[src/sv/tmc2d_ram.sv]
// generic single-port ram with registered read
module tmc2d_ram #(
    parameter int WIDTH = 16,
    parameter int DEPTH = 64
) (
    input  logic                     clk,
    input  logic                     we,
    input  logic [$clog2(DEPTH)-1:0] addr,
    input  logic [WIDTH-1:0]         wdata,
    output logic [WIDTH-1:0]         rdata
);

    logic [WIDTH-1:0] mem [DEPTH];

    always_ff @(posedge clk)
    begin
        if (we)
        begin
            mem[addr] <= wdata;
        end
        rdata <= mem[addr];
    end

endmodule

[config.mk]
export PLATFORM = sky130hd
export DESIGN_NAME = tmc2d_ram
export DESIGN_NICKNAME = d
export VERILOG_FILES = /design/src/sv/tmc2d_ram.sv
export SDC_FILE = /design/constraint.sdc
export NUM_CORES = 1
export LEC_CHECK = 0
export BUFFER_PORTS_ARGS = -buffer_cell sky130_fd_sc_hd__buf_2
export CAP_MARGIN = 0
export CORE_ASPECT_RATIO = 1.75
export CORE_UTILIZATION = 48
export CTS_BUF_LIST = sky130_fd_sc_hd__clkbuf_4 sky130_fd_sc_hd__clkbuf_8
export CTS_CLUSTER_SIZE = 28
export DETAILED_ROUTE_END_ITERATION = 6
export HOLD_SLACK_MARGIN = 0.1
export PLACE_DENSITY = 0.68
export SLEW_MARGIN = 40
export SYNTH_ARGS = -nofsm -noshare
export SYNTH_HDL_FRONTEND = slang
export SYNTH_SLANG_ARGS = --single-unit
[constraint.sdc]
create_clock -name clk -period 2.6 [get_ports clk]
set_input_delay 0.13 -clock clk [delete_from_list [all_inputs] [get_ports clk]]
set_output_delay 0.13 -clock clk [all_outputs]
set_load 0.005 [all_outputs]
# Yosys cells after proc, flatten, opt, wreduce, memory -nomap -nowiden
# Memory sizes are Yosys's and may differ from the RTL's. A register that Yosys moved wholly into a read port is not among the register bits.
# Cells that the tools add are included.
# classes
n_mux	2
# op_table
op	count
$mux W1	2
# totals
output_inout_bits	16
ram_bits	1024
memories	1
regBits	0
in_bits	24
# mem_list
name	words	word_bits	rd	rd_ports_with_merged_regs	write_ports	line_no	text
mem	64	16	1	1	1	13	logic [WIDTH-1:0] mem [DEPTH];

# Longest topological paths before layout
# logic_depth
depth_word	2
ltp_mapped	11

# Least setup slack after synthesis
# OpenSTA, ideal clock, no wires.
# synth_path
path_kind	in2reg
start	input addr[0]
end	memory mem[13][0], enable pin
required_ns	2.211
cell_stages	8
setup_ns	0.389
slack_ns	0.105
path_buffers	5
arrival_ns	2.107
cell_sequence	buf_4 -> nor2b_1 -> buf_2 -> buf_6 -> buf_4 -> clkbuf_1 -> nand3_1 -> nor2_1
# synth_rtl
element	line_no	text
start, declared	8	input logic [$clog2(DEPTH)-1:0] addr,
end, declared	13	
# Straight into the memory's write port.

==> results_dict.tcl <==
set metrics [dict create \
    yosys_warnings 0 \
    post-cts-setup-buffers 0 \
    synth.most_common_cell "edfxtp_1" \
    ys_seq_area_share_pct 78.7 \
    clk_latency_ns 0.80 \
    drive_above_1_share_pct 20.5 \
    cts_sinks 1040 \
    start_util_pct 48.6 \
    clockRootBuffer "clkbuf_8" \
    synth_top_area_share_pct 77.9 \
    coreArea_sq_mm 0.0812 \
    end_kind "flip-flop" \
    nets 2568 \
    synth_common_cells "edfxtp_1, a22oi_1, nor2_1" \
    vias 23500 \
    finalSetupViolations 0 \
    cts_buffer_depth 3 \
    postSynthCellCount 2264 \
    numCtsBuffers 141 \
    grt_setup_unrepaired "false" \
    fin_crit_ns 2.34 \
    grt.busiest_layer "met2" \
    dpl_cell_area_sq_mm 0.0427 \
    async_reset_ff_share_pct 0 \
    grtUsageMet1_pct 30.8 \
    critPathArrivalTime_ns 3.01 \
    max_freq_ghz 0.427 \
    crit_path_max_fanout 1 \
    fin_crit_sh_pct 90.1 \
    critPathRequiredTime_ns 3.27 \
    cts.repair.resized 0 \
    path_class "reg2reg" \
    synth.avg_cell_area_sq_um 17.4 \
    routedWlPerCell_um 30.1 \
    synth_edf_count 1024 \
    area_growth_pct 15.6 \
    chipHeight_um 381 \
    pin_count 40 \
    io_buffers 39 \
    place.gp.congestion 0.945 \
    num_rows 138 \
    place_ws_ns -0.0436 \
    relSlewSlack_pct 42.2 \
    synth_largest_area_cell "edfxtp_1" \
    grt_pass1_vias 23800 \
    outcome "finished clean" \
    ant_nets 0 \
    grt_usage_pct 27.1 \
    clk_pin_slew_worst_paths_ns 0.07 \
    finClkSkew_ns 0.0228 \
    maxCapViolations 0 \
    ys_ff_latch 1040 \
    yosys_most_used_dff "edfxtp_1" \
    grtUsageMet2_pct 45.6 \
    fin_setup_tns_ns 0 \
    routed_wl_mm 112 \
    grt_max_degree 65 \
    use_met3_pct 4.66 \
    maxSlewViolCount 0 \
    drtIter0Drc 2767 \
    worst_slack_ns 0.257 \
    finalInstanceArea_sq_mm 0.0456 \
    ys_top_cells_by_area "edfxtp_1, mux2i_1, a22oi_1" \
    worst_pin_slew_ns 0.868 \
    htree_num_levels 4 \
    drc_errors 0 \
    netlist_area_sq_mm 0.0395 \
    grt_antenna_before_repair 2 \
    cts-hold-fix-buffers 20 \
    hpwlAfterDp_mm 73.1 \
    die_area_sq_mm 0.0834 \
    cts_tree "built" \
    grt_pass1_wl_mm 160 \
    cp-start-kind "flip-flop" \
    vias_per_cell 6.36 \
    hold_violations 0 \
    dr.pass1.iters 6 \
    ys_types 55 \
    peakVddDrop_mv 0.463 \
    p_per_area_mw_per_mm2 721 \
    overflow 0 \
    syn_nets 2288 \
    hold_class "in2reg" \
    die_w_um 219 \
    power_leakage_uw 0.0150 \
]
-- final timing paths --
check	cells after the start	slack, ns	start	end
min reg2reg	3	0.71	mem[16][14]	rdata[14]
max	7	0.26	mem[6][15]	rdata[15]
min	6	0.22	addr[1]	rdata[0]
max reg2reg	7	0.26	mem[6][15]	rdata[15]
-- metal layers --
layer	part of all wire (%)	wire [um]	vias to the layer above
met5	0	0	-
met3	7.4	8300	336
met4	7.9	8790	0
met1	34	37600	12000
met2	51	56800	1314
li1	-	-	9904
-- cell families (layout without fill, tap and decap cells) --
logic type             Yosys count  after routing  synth area share (%)
AND/OR/NAND/NOR                265            265                  2.93
AO/OA/AOI/OAI                  617            617                  11.5
flip-flops                    1040           1040                  78.7
other                            0              2                     0
buffers and inverters          164            548                  2.08
multiplexers                   178            178                  4.76
-- final cells by class --
type                            count  area, sq um
Multi-Input combinational cell   1060         7670
Tap cell                         1050         1310
Timing Repair Buffer              299         2820
Sequential cell                  1040        31100
Clock buffer                      197         2420
Fill cell                        6168        35500
Antenna cell                        2         5.00
Clock inverter                     50          317
Inverter                            2         7.51
-- critical path, stage by stage, from the launching register on --
cell	delay, ns
edfxtp_1	0.37
a32o_1	0.25
a21oi_1	0.19
buf_4	0.14
or4_1	0.11
a31oi_1	0.08
dlygate4sd3_1	0.57
or4_1	0.51
-- cells in the final DEF, fill, tap and decap left out, drive strengths merged, types with 4 or more instances in the layout --
cell type	count
a2111oi	8
a211oi	20
a21oi	74
a221oi	107
a222oi	9
a22o	21
a22oi	196
a311oi	6
a31oi	23
and2	4
buf	279
clkbuf	197
clkinv	38
clkinvlp	9
dfxtp	16
dlygate4sd3	20
edfxtp	1024
mux2	18
mux2i	154
mux4	6
nand2	41
nand2b	5
nand3	10
nand4	7
nor2	160
nor2b	9
nor3	10
o211a	7
o211ai	4
o21ai	33
o221ai	14
o22a	27
o22ai	58
or4	9
-- power by group --
group	total, uW	switching, uW	internal [uW]
Clock	12200	5860	6290
Combinational	2120	1420	698
Sequential	18600	67.2	18600
-- metrics by stage --
step	util [%]	hold WS (ns)	power [uW]	cells
CTS	56.2	0.167	33000	3698
global placement	52.6	0.509	21000	3431
floorplan	-	0.229	19900	2264
finish	56.2	0.216	32900	3700
global route	56.2	0.243	33700	3699
detailed placement	52.6	0.513	21000	3431
-- sequential cells by signal (all words and copies together) (netlist names) --
name,count
rdata,16
mem,1024
Power figures use the tool's default switching activity.
