### src/sv/tmc2d_div.sv
// restoring divider for signed sum by unsigned count, truncating toward zero
module tmc2d_div #(
    parameter int NW = 23,
    parameter int DW = 7
) (
    input  logic                 clk,
    input  logic                 rst_n,
    input  logic                 start,
    input  logic signed [NW-1:0] num,
    input  logic [DW-1:0]        den,
    output logic                 busy,
    output logic signed [NW-1:0] quo
);

    localparam int CW = $clog2(NW + 1);

    logic [NW-1:0] q_reg, q_next;
    logic [DW:0]   r_reg, r_next;
    logic [DW-1:0] d_reg, d_next;
    logic          neg_reg, neg_next;
    logic [CW-1:0] cnt_reg, cnt_next;
    logic          busy_reg, busy_next;
    logic [DW:0]   trial;

    always_comb
    begin
        q_next = q_reg;
        r_next = r_reg;
        d_next = d_reg;
        neg_next = neg_reg;
        cnt_next = cnt_reg;
        busy_next = busy_reg;
        trial = {r_reg[DW-1:0], q_reg[NW-1]};
        if (start)
        begin
            neg_next = num[NW-1];
            q_next = num[NW-1] ? NW'(-num) : num;
            r_next = '0;
            d_next = den;
            cnt_next = CW'(NW);
            busy_next = 1'b1;
        end
        else if (busy_reg)
        begin
            if (trial >= {1'b0, d_reg})
            begin
                r_next = trial - {1'b0, d_reg};
                q_next = {q_reg[NW-2:0], 1'b1};
            end
            else
            begin
                r_next = trial;
                q_next = {q_reg[NW-2:0], 1'b0};
            end
            cnt_next = cnt_reg - 1'b1;
            busy_next = (cnt_reg != CW'(1));
        end
    end

    always_ff @(posedge clk or negedge rst_n)
    begin
        if (!rst_n)
        begin
            busy_reg <= 1'b0;
            cnt_reg <= '0;
        end
        else
        begin
            busy_reg <= busy_next;
            cnt_reg <= cnt_next;
        end
    end

    always_ff @(posedge clk)
    begin
        q_reg <= q_next;
        r_reg <= r_next;
        d_reg <= d_next;
        neg_reg <= neg_next;
    end

    assign busy = busy_reg;
    assign quo = neg_reg ? NW'(-q_reg) : q_reg;

endmodule

### config.mk
export PLATFORM = sky130hd
export DESIGN_NAME = tmc2d_div
export DESIGN_NICKNAME = d
export VERILOG_FILES = /design/src/sv/tmc2d_div.sv
export SDC_FILE = /design/constraint.sdc
export NUM_CORES = 1
export LEC_CHECK = 0
export BUFFER_PORTS_ARGS = -buffer_cell sky130_fd_sc_hd__buf_2
export CAP_MARGIN = 10
export CORE_MARGIN = 2
export CORE_UTILIZATION = 40
export CTS_BUF_LIST = sky130_fd_sc_hd__clkbuf_8
export DETAILED_ROUTE_END_ITERATION = 12
export PLACE_DENSITY = 0.6
export SLEW_MARGIN = 20
export SYNTH_ARGS = -nofsm -noshare
export SYNTH_HDL_FRONTEND = slang
export SYNTH_SLANG_ARGS = --single-unit
### constraint.sdc
create_clock -name clk -period 4.62 [get_ports clk]
set_input_delay 0.462 -clock clk [delete_from_list [all_inputs] [get_ports clk]]
set_output_delay 0.462 -clock clk [all_outputs]
set_load 0.02 [all_outputs]
== Word level (Yosys, flattened, before mapping) ==
Cells that the tools add are included.
Widths: inputs -> output; s select.
Cells by class
  $add $sub $neg: 4
  $lt $le $gt $ge: 1
  equality and inequality tests: 1
  multiplexer cells: 10
  reductions and logical operators: 1
Operator list (number)
  $mux 23: 4
  $neg 23->23: 2
  $mux 5: 2
  $ge 8x7->1: 1
  $mux 7: 1
  $sub 7x7->7: 1
  $ne 5x1->1 const B: 1
  $sub 5x1->5 const B: 1
  $mux 1: 3
  $reduce_bool 2->1: 1
Word-level totals
  register bits after elaboration: 44
  output and inout bits: 24
  logic and storage cells: 23

== Depth between registers and ports, before layout ==
Gate-level depths: netlist (run 1).
  depth after elaboration: 4
  depth in mapped cells: 9
  gate-level depth less buffers: 7

== Worst setup path after synthesis (run 1) ==
Ideal clock, no wire load.
  path type: register to register
  start: register q_reg[22]
  end: register r_reg[2]
  library setup time: 0.091 ns
  data arrival time: 2.155 ns
  setup slack: 2.374 ns
  cell stages (with the launch flop): 10
  path buffers: 2
  period minus slack after synthesis: 2.246 ns
  cell sequence: edfxtp_1 inv_1 ha_1 fa_1 nand2b_1 a211o_1 buf_1 and3_1 clkbuf_1 a311oi_1
Between the ends
  cells in the longest elaborated chain, start to end: 2
  elaborated cells on any way between the ends: 3
  classes of those cells: add/sub (1); order compare (1); mux (1)
RTL lines
  start, declared: RTL line 17  | logic [NW-1:0] q_reg, q_next;
  start signal, assigned: RTL line 76  | q_reg <= q_next;
  $sub 7x7->7 or $ge 8x7->1 (tied branches): RTL line 47, 45
  $mux 7 *: RTL line 45  | if (trial >= {1'b0, d_reg})
  end signal, assigned: RTL line 77  | r_reg <= r_next;
  end, declared: RTL line 18  | logic [DW:0] r_reg, r_next;
Every way passes the cells marked *; elsewhere a longest branch is shown, timed or not.
A chain may end at the register's enable or synchronous reset.

== Final worst setup path (run 1) ==
  start: register q_reg[4]
  end: output quo[22]
Between the ends
  cells in the longest elaborated chain, start to end: 2
RTL lines
  $neg 23->23: RTL line 83  | assign quo = neg_reg ? NW'(-q_reg) : q_reg;
  $mux 23: RTL line 83
  end, declared: RTL line 12  | output logic signed [NW-1:0] quo
No other way between the ends.

==> results of run 1 <==
-- cells in the final DEF (no fill, tap or decap), types with 3 or more instances in the layout --
cell type   n
buf_2      56
edfxtp_1   31
xnor2_1    30
nand2_1    27
nor2_1     24
inv_1      21
o21ai_0    20
nand3_1    15
nor3_1     14
and3_1     14
a21oi_1    13
o31ai_1    11
ha_1       11
nor4_1      8
or4_1       8
nand4_1     8
o41ai_1     8
xor2_1      8
nor2b_1     7
dfxtp_1     7
or3_1       6
dfrtp_1     6
nand2b_1    5
a41oi_1     5
clkbuf_8    5
or2_2       4
a311oi_1    4
a31oi_1     4
a221oi_1    3
a2111o_1    3
a211oi_1    3
buf_4       3
-- layer usage --
metal,up-vias,part of all wire [%]
li1,1529,-
met1,1398,47
met2,82,46
met3,16,4.9
met4,0,1.9
met5,-,0
-- final cells by class --
cell class / count / area [µm²]
fillers: 830 / 4350
multi-input cells: 291 / 1960
flip-flops and latches: 44 / 1220
repair buffers: 60 / 313
well taps: 105 / 131
inverters: 22 / 82.6
clock buffers: 5 / 68.8
clock inverters: 3 / 46.3
-- final timing paths --
check                           startpoint          to
max in group asynchronous            rst_n  cnt_reg[2]
worst max-delay path              q_reg[4]     quo[22]
worst min register to register    r_reg[1]    r_reg[2]
worst min-delay path                den[3]    d_reg[3]
min in group asynchronous            rst_n        busy
worst max register to register   q_reg[22]    r_reg[3]
-- per-stage QoR --
| step | hold WS (ps) | cells | power, mW | instance area [µm²] | util (%) |
|---|---|---|---|---|---|
| after floorplan | 166 | 380 | 0.900 | 3360 | - |
| after global placement | 296 | 521 | 1.04 | 3700 | 45.2 |
| after detailed placement | 296 | 521 | 1.04 | 3700 | 45.2 |
| after CTS | 321 | 530 | 1.36 | 3820 | 46.8 |
| after global routing | 324 | 530 | 1.43 | 3820 | 46.8 |
| final | 331 | 530 | 1.34 | 3820 | 46.8 |
-- power by group through the flow --
stage	logic [mW]	registers, mW	clock network, mW
after floorplan	0.369	0.531	0
after global placement	0.482	0.554	0
after detailed placement	0.487	0.556	0
after CTS	0.488	0.547	0.320
after global routing	0.544	0.557	0.329
final	0.485	0.549	0.311
-- worst max-delay path: cells and delay by family (launching register included) --
family          cells  cell delay (ps)
buf+inv             1              180
xor+xnor            1              170
flops               1              460
simple gates        2             1010
compound gates      1              410
-- kinds of logic (layout without fill, tap and decap cells) --
group | after synthesis | in the layout | synth area share (%)
AOI/OAI and AO/OA | 89 | 89 | 19.0
xor gates and xnor gates | 38 | 38 | 9.90
adders and majority gates | 12 | 12 | 4.69
buffers and inverters | 45 | 90 | 5.39
DFF | 44 | 44 | 36.3
muxes | 2 | 2 | 0.595
and+or+nand+nor | 150 | 150 | 24.1
-- repair_timing --
item / in CTS / in global routing
hold endpoints to repair: 6 / 0
gates resized for setup: 0 / 0
hold buffers: 1 / 0
==> impl_metrics.tcl, run 1 <==
set metrics [dict create \
    numCtsBuffers 5 \
    rsz0062_at_grt "false" \
    post_cts_buffers 0 \
    synth_cells 380 \
    wl_per_cell_um 15.1 \
    setup_viol 0 \
    crit_required_ps 4160 \
    cts_tree "done" \
    synthFlopType "edfxtp_1" \
    io_buffers 56 \
    cap_violations 0 \
    cp_slowest_cell "nor4_1" \
    timing.fmax_ghz 0.333 \
    relSlewSlack_pct 31.8 \
    clock_path_buffers 2 \
    clock_sinks 44 \
    dp_slack_ps 1920 \
    layout-drive-gt1-share_pct 18.1 \
    ys_ff_latch 44 \
    clk-insertion-delay-late_ps 310 \
    via_per_inst 5.71 \
    max_slew.worst_pin.slew_ps 1020 \
    ant_nets 0 \
    swShare_pct 36.2 \
    cts-htree-levels 2 \
    synth_warnings 0 \
    synth_seq_area_share_pct 36.3 \
    cts_root_buffer "clkbuf_8" \
    path_class "reg -> out" \
    dr_total_vias 3025 \
    initial_utilization_pct 41.1 \
    cp-end-kind "output pin" \
    grt_start_max_net_pins 59 \
    crit_arrival_ps 2540 \
    synth_top_area_share_pct 27.7 \
    rows 33 \
    die_h_um 95.7 \
    fin_tns_setup_ps 0 \
    synth_area_leaders "edfxtp_1, xnor2_1, dfrtp_1" \
    finClkSkew_ps 14.8 \
    period_minus_slack_ps 3000 \
    fin_nets 469 \
    grt_pass1_vias 2863 \
    wl_um 8000 \
    seq_power_share_pct 40.8 \
    dr.first_iter.drc_count 274 \
    diodes 0 \
    antenna_found_initial 0 \
    cpPeakStageDelay_ps 690 \
    worst_setup_path_start_kind "flop" \
    drv_slew 0 \
    synth_common_cells "edfxtp_1, xnor2_1, nand2_1, nor2_1, inv_1" \
    crit_fanout 6 \
    hold_depth 1 \
    syn_area_um2 3360 \
    grt_pass1_wl_um 13600 \
    r2r_setup_slack_ps 2150 \
    yosysMostFrequentCell "edfxtp_1" \
    synth_nets 425 \
    power_density_nw_per_um2 352 \
    dp_hpwl_um 5980 \
    min_period_over_period_pct 64.9 \
    dieWidth_um 95.7 \
    grt.met3_usage_pct 2.35 \
    met2_usage_pct 30.9 \
    crit_chain "nor4_1 -> nand2_1 -> o41ai_1 -> xnor2_1 -> buf_2" \
    io_pins 57 \
    met1_usage_pct 25.1 \
    path_clk_slew_ps 100 \
    gp_congestion 0.828 \
    core_area_um2 8180 \
    power_frac_clock_pct 23.1 \
    async_flop_share_pct 13.6 \
    synth.avg_cell_area_um2 8.85 \
    net-switching-power_mw 0.486 \
    firstDrtPassIters 4 \
    area_growth_pct 13.7 \
    synth_edf_count 31 \
    top_usage_layer "met2" \
    intPower_mw 0.858 \
    p_comb_share_pct 36.1 \
    peakVddDrop_uv 194 \
    largest_register_ffs 23 \
    yosysTopAreaCell "edfxtp_1" \
    dieArea_um2 9160 \
    r2r_cells 7 \
    setup_slack_ps 1620 \
    drc 0 \
    synth_cell_types 54 \
    min_path_type "in -> reg" \
    overflow 0 \
    status "completed" \
    finalHoldViolCount 0 \
    p_leak_nw 1.50 \
    grt_util_all_layers_pct 18.7 \
]
Note: power is estimated with default switching activity, not from simulation.
==> inputs of run 2 (changes only) <==
--- a/config.mk
+++ b/config.mk
@@ -5,6 +5,7 @@
 export SDC_FILE = /design/constraint.sdc
 export NUM_CORES = 1
 export LEC_CHECK = 0
+export ABC_AREA = 1
 export BUFFER_PORTS_ARGS = -buffer_cell sky130_fd_sc_hd__buf_2
 export CAP_MARGIN = 10
 export CORE_MARGIN = 2
==> constraint.sdc (replaced) <==
create_clock -name clk -period 2.87 [get_ports clk]
set_input_delay 0.287 -clock clk [delete_from_list [all_inputs] [get_ports clk]]
set_output_delay 0.287 -clock clk [all_outputs]
set_load 0.02 [all_outputs]
==> run 2 against run 1 <==
  * Utilization grew 0.092 points
  * Worst setup slack lost 1100 ps
  * Sequential power grew 57%
  * Non-clock buffer count shrank 2
  * Largest cell class unchanged
==> impl_metrics.tcl, run 2 <==
set metrics [dict create \
    ys_ff_latch 44 \
    crit_path_start "neg_reg" \
    min_path_type "in -> reg" \
    crit_required_ps 2580 \
    synth_seq_area_share_pct 36.3 \
    intPower_mw 1.30 \
    syn_area_um2 3360 \
    timing.fmax_ghz 0.427 \
    total_power_mw 2.19 \
    wl_um 8100 \
    cts_root_buffer "clkbuf_8" \
    dieArea_um2 9150 \
    diodes 0 \
    synth_cell_types 36 \
    io_pins 57 \
    status "completed" \
    yosysMostFrequentCell "nand2_1" \
    post_cts_buffers 0 \
    synth_area_leaders "edfxtp_1, nand2_1, inv_1" \
    dpl_cell_area_um2 3730 \
    rows 33 \
    rsz0062_at_grt "false" \
    multiInputGateArea_um2 1840 \
    initial_utilization_pct 41.1 \
    drv_slew 0 \
    finalHoldViolCount 0 \
    relSlewSlack_pct 39.6 \
    fin_nets 572 \
    area_growth_pct 14.0 \
    clk-insertion-delay-late_ps 300 \
    min_period_over_period_pct 81.6 \
    synth_nets 517 \
    ant_nets 0 \
    cts-htree-levels 2 \
    stdcell_count 633 \
    grt_start_max_net_pins 27 \
    cts_resized 0 \
    swShare_pct 40.7 \
    net-switching-power_mw 0.891 \
    holdWs_ps 166 \
    cp-end-kind "output pin" \
    seq_power_share_pct 39.3 \
    clock_path_buffers 2 \
    synthFlopType "edfxtp_1" \
    grt_pass1_wl_um 13100 \
    cts_tree "done" \
    dieWidth_um 95.7 \
    dr_total_vias 3121 \
    worst_setup_path_start_kind "flop" \
    grt_util_all_layers_pct 18.3 \
    synth_edf_count 31 \
    r2r_start "q_reg[22]" \
    cap_violations 0 \
    crit_fanout 15 \
    period_minus_slack_ps 2340 \
    final_cell_mix "nand2_1, inv_1, buf_2" \
    finClkSkew_ps 14.5 \
    dp_slack_ps 874 \
    async_flop_share_pct 13.6 \
    crit_arrival_ps 2050 \
    synth_common_cells "nand2_1, inv_1, nand3_1, nor2_1" \
    setup_slack_ps 529 \
    die_h_um 95.7 \
    wl_per_cell_um 12.8 \
    largest_register_ffs 23 \
    fin_area_um2 3830 \
    fin_tns_setup_ps 0 \
    path_clk_slew_ps 90 \
    grt_pass1_vias 2882 \
    gp_congestion 0.891 \
    final_core_util_pct 46.9 \
    power_frac_clock_pct 17.9 \
    regArea_um2 1220 \
    io_buffers 56 \
    antenna_found_initial 0 \
    numCtsBuffers 5 \
    synth_top_area_share_pct 27.7 \
    layout-drive-gt1-share_pct 14.8 \
    dp_hpwl_um 6370 \
    overflow 0 \
    via_per_inst 4.93 \
    dr.first_iter.drc_count 95 \
    core_area_um2 8180 \
    worstHoldStart "den[4]" \
    synth.avg_cell_area_um2 7.12 \
    path_class "reg -> out" \
    synth_warnings 0 \
    max_slew.worst_pin.slew_ps 906 \
    power_density_nw_per_um2 571 \
    synth_cells 472 \
    peakVddDrop_uv 226 \
    dp.cells 624 \
    p_leak_nw 1.88 \
    clock_sinks 44 \
    fillers 869 \
    p_comb_share_pct 42.8 \
    setup_viol 0 \
    firstDrtPassIters 4 \
    mostFrequentLayoutCell "nand2_1" \
    yosysTopAreaCell "edfxtp_1" \
    drc 0 \
]
==> run 2: cell count changes after synthesis, moves of 11 or more <==
cell,previous run,this run
inv_1,21,66
and3_1,14,1
o31ai_1,11,0
nor2_1,24,48
nor3_1,14,2
nand3_1,15,48
nand2_1,27,128
clkbuf_1,18,5
o21ai_0,20,31
xnor2_1,30,5
xor2_1,8,23
==> run 2: kinds of logic after synthesis <==
kind of cell	count (synthesis)	share of synthesized area (%)
flip-flops	44	36.3
adder cells (fa/ha/maj)	12	4.69
buffers and inverters	78	9.04
AND/OR/NAND/NOR	258	34.1
XOR/XNOR	28	7.29
AO/OA/AOI/OAI	52	8.56
==> run 2: path summary, 6_finish.rpt <==
| path | to | slack (ps) | depth (start not counted) |
|---|---|---|---|
| worst max register to register | r_reg[5] | 900 | 10 |
| worst max-delay path | quo[8] | 530 | 5 |
| worst min register to register | r_reg[4] | 470 | 2 |
| min in group asynchronous | cnt_reg[2] | 350 | 2 |
| max in group asynchronous | cnt_reg[1] | 2360 | 2 |
| worst min-delay path | d_reg[4] | 170 | 1 |
==> run 2: what timing repair did <==
action | in CTS | in global routing
setup endpoints to repair | 0 | 0
endpoints found under the hold margin | 6 | 0
hold buffers | 1 | 0
==> run 2: final cells by class <==
class	instances	area share [%]
multi-input combinational	350	47.9
sequential	44	31.9
timing repair buffer	58	7.77
inverter	68	6.66
tap	105	3.43
clock buffer	5	1.80
clock inverter	3	0.523
==> run 2: power groups by stage <==
stage	registers, mW	clock network [mW]	logic (mW)
2_1_floorplan	0.847	0	0.708
3_3_place_gp	0.872	0	0.931
3_5_place_dp	0.873	0	0.939
4_1_cts	0.859	0.405	0.945
5_1_grt	0.873	0.425	1.06
6_report	0.860	0.391	0.937
==> run 2: worst max-delay path, stage by stage, from the launching register on <==
cell and delay, ps:
edfxtp_1 650, clkinv_1 370, nor2_1 260, a21oi_1 80
xor2_1 190, buf_2 200
==> run 2: per-layer routing <==
metal	up-vias	wire (µm)	GRT usage, %
li1	1644	-	-
met1	1400	3930	25.5
met2	67	3690	29.8
met3	10	354	2.53
met4	0	124	5.12
met5	-	0	0
==> inputs of run 3 (changes only) <==
--- a/config.mk
+++ b/config.mk
@@ -5,7 +5,7 @@
 export SDC_FILE = /design/constraint.sdc
 export NUM_CORES = 1
 export LEC_CHECK = 0
-export ABC_AREA = 1
+export ABC_AREA = 0
 export BUFFER_PORTS_ARGS = -buffer_cell sky130_fd_sc_hd__buf_2
 export CAP_MARGIN = 10
 export CORE_MARGIN = 2
==> constraint.sdc (replaced) <==
create_clock -name clk -period 2.3 [get_ports clk]
set_input_delay 0.23 -clock clk [delete_from_list [all_inputs] [get_ports clk]]
set_output_delay 0.23 -clock clk [all_outputs]
set_load 0.02 [all_outputs]
==> run 3 against run 2 <==
  * The flow now finishes with violations (negative setup slack)
  * Via count up 2.8%
  * Hold slack got worse by 59 ps
  * Non-clock buffer count grew 34
  * Sequential power up 23%
  * Combinational power increased by 29%
  * Critical path type unchanged
  * Highest routed layer unchanged
==> impl_metrics.tcl, run 3 (synthesis gave the netlist of run 1 again) <==
set metrics [dict create \
    status "finished with violations" \
    violations "negative setup slack" \
    worstHoldStart "den[5]" \
    crit_arrival_ps 2090 \
    dp_hpwl_um 6380 \
    hold_end "d_reg[5]" \
    setup_slack_ps -16.9 \
    io_pins 57 \
    met1_usage_pct 24.3 \
    drc 0 \
    rows 33 \
    min_path_type "in -> reg" \
    total_power_mw 2.87 \
    firstDrtPassIters 4 \
    antenna_found_initial 0 \
    crit_fanout 5 \
    mostFrequentLayoutCell "buf_2" \
    r2r_setup_slack_ps 120 \
    drv_slew 0 \
    dr.first_iter.drc_count 191 \
    path_clk_slew_ps 90 \
    met2_usage_pct 33.9 \
    core_area_um2 8180 \
    via_per_inst 5.71 \
    r2r_end "r_reg[2]" \
    grt_pass1_wl_um 14100 \
    clk-insertion-delay-late_ps 300 \
    path_class "reg -> out" \
    finalHoldViolCount 0 \
    setup_viol 1 \
    relSlewSlack_pct 66.3 \
    fillers 776 \
    cts_tree "done" \
    grt_pass1_vias 3013 \
    grt.met3_usage_pct 3.13 \
    ant_nets 0 \
    cp-end-kind "output pin" \
    initial_utilization_pct 41.1 \
    r2r_start "q_reg[22]" \
    die_h_um 95.7 \
    grt_start_max_net_pins 33 \
    fin_nets 501 \
    dieWidth_um 95.7 \
    dpl_cell_area_um2 3900 \
    clock_sinks 44 \
    hold_depth 1 \
    final_core_util_pct 52.5 \
    cts-htree-levels 2 \
    crit_required_ps 2070 \
    finClkSkew_ps 11.4 \
    dp_slack_ps 26.3 \
    final_cell_mix "buf_2, buf_4, edfxtp_1" \
    max_slew.worst_pin.slew_ps 505 \
    gp_congestion 0.838 \
    wl_per_cell_um 15.3 \
    fin_area_um2 4290 \
    grt_util_all_layers_pct 19.4 \
    peakVddDrop_uv 314 \
    worst_setup_path_start_kind "flop" \
    clock_path_buffers 2 \
    io_buffers 56 \
    layout-drive-gt1-share_pct 28.2 \
    fin_tns_setup_ps -16.9 \
    cap_violations 0 \
    min_period_over_period_pct 101 \
    cts_root_buffer "clkbuf_8" \
    r2r_cells 8 \
    dr_total_vias 3207 \
    p_leak_nw 1.72 \
    diodes 0 \
    power_density_nw_per_um2 668 \
    timing.fmax_ghz 0.432 \
    numCtsBuffers 5 \
    top_usage_layer "met2" \
    area_growth_pct 27.6 \
    overflow 0 \
    wl_um 8620 \
    period_minus_slack_ps 2320 \
    rsz0062_at_grt "true" \
    dieArea_um2 9160 \
    largest_register_ffs 23 \
]
==> run 3: cell types whose count changed in the layout (fill, tap and decap cells not counted), moves of 15 or more <==
cell     change
nand2_1    -101
inv_1       -47
buf_4       +39
nand3_1     -33
nor2_1      -24
xnor2_1     +24
xor2_1      -15
==> run 3: repair_timing <==
action                                 in CTS  in global routing
setup buffers                               5                  2
endpoints found under the hold margin       6                  0
setup endpoints to repair                   7                 19
gates resized for setup                    14                 29
pin swaps                                   3                 10
gates cloned                                0                  0
hold buffers                                1                  0
==> run 3: how the worst max path moves through the flow <==
stage | start | end | cells past startpoint
global route | q_reg[7] | quo[22] | 7
finish | q_reg[3] | quo[20] | 7
CTS | q_reg[22] | r_reg[6] | 8
floorplan | q_reg[22] | r_reg[2] | 9
detailed placement | q_reg[22] | r_reg[2] | 7
global placement | q_reg[22] | r_reg[6] | 8
==> run 3: critical path: stages (launching register included) <==
cell      delay, ps
edfxtp_1        420
nor4_2          300
buf_4           180
nand2_1          80
buf_4           180
o41ai_4         290
xnor2_1         160
buf_4           160
==> run 3: through the flow <==
step / hold slack (ps) / std cells
finish: 107 / 562
global route: 88.2 / 562
CTS: 93.6 / 560
detailed placement: 61.7 / 546
global placement: 61.3 / 546
floorplan: -65.6 / 380
==> run 3: cell type report <==
type / count / area, µm² / area share [%]
clock buffer: 5 / 68.8 / 1.60
clock inverter: 3 / 42.5 / 0.992
inverter: 22 / 82.6 / 1.92
multi-input combinational: 291 / 2150 / 50.1
sequential: 44 / 1220 / 28.5
tap: 105 / 131 / 3.06
timing repair buffer: 92 / 593 / 13.8
==> run 3: where the power goes <==
part           total (mW)  switching (mW)  internal, mW
combinational        1.21           0.662         0.546
clock               0.595           0.273         0.322
sequential           1.06          0.0915         0.971
total                2.87            1.03          1.84
==> run 3: layer usage <==
layer	vias up	share of wire (%)
li1	1594	-
met1	1521	45
met2	79	50
met3	13	4.3
met4	0	1.5
met5	-	0
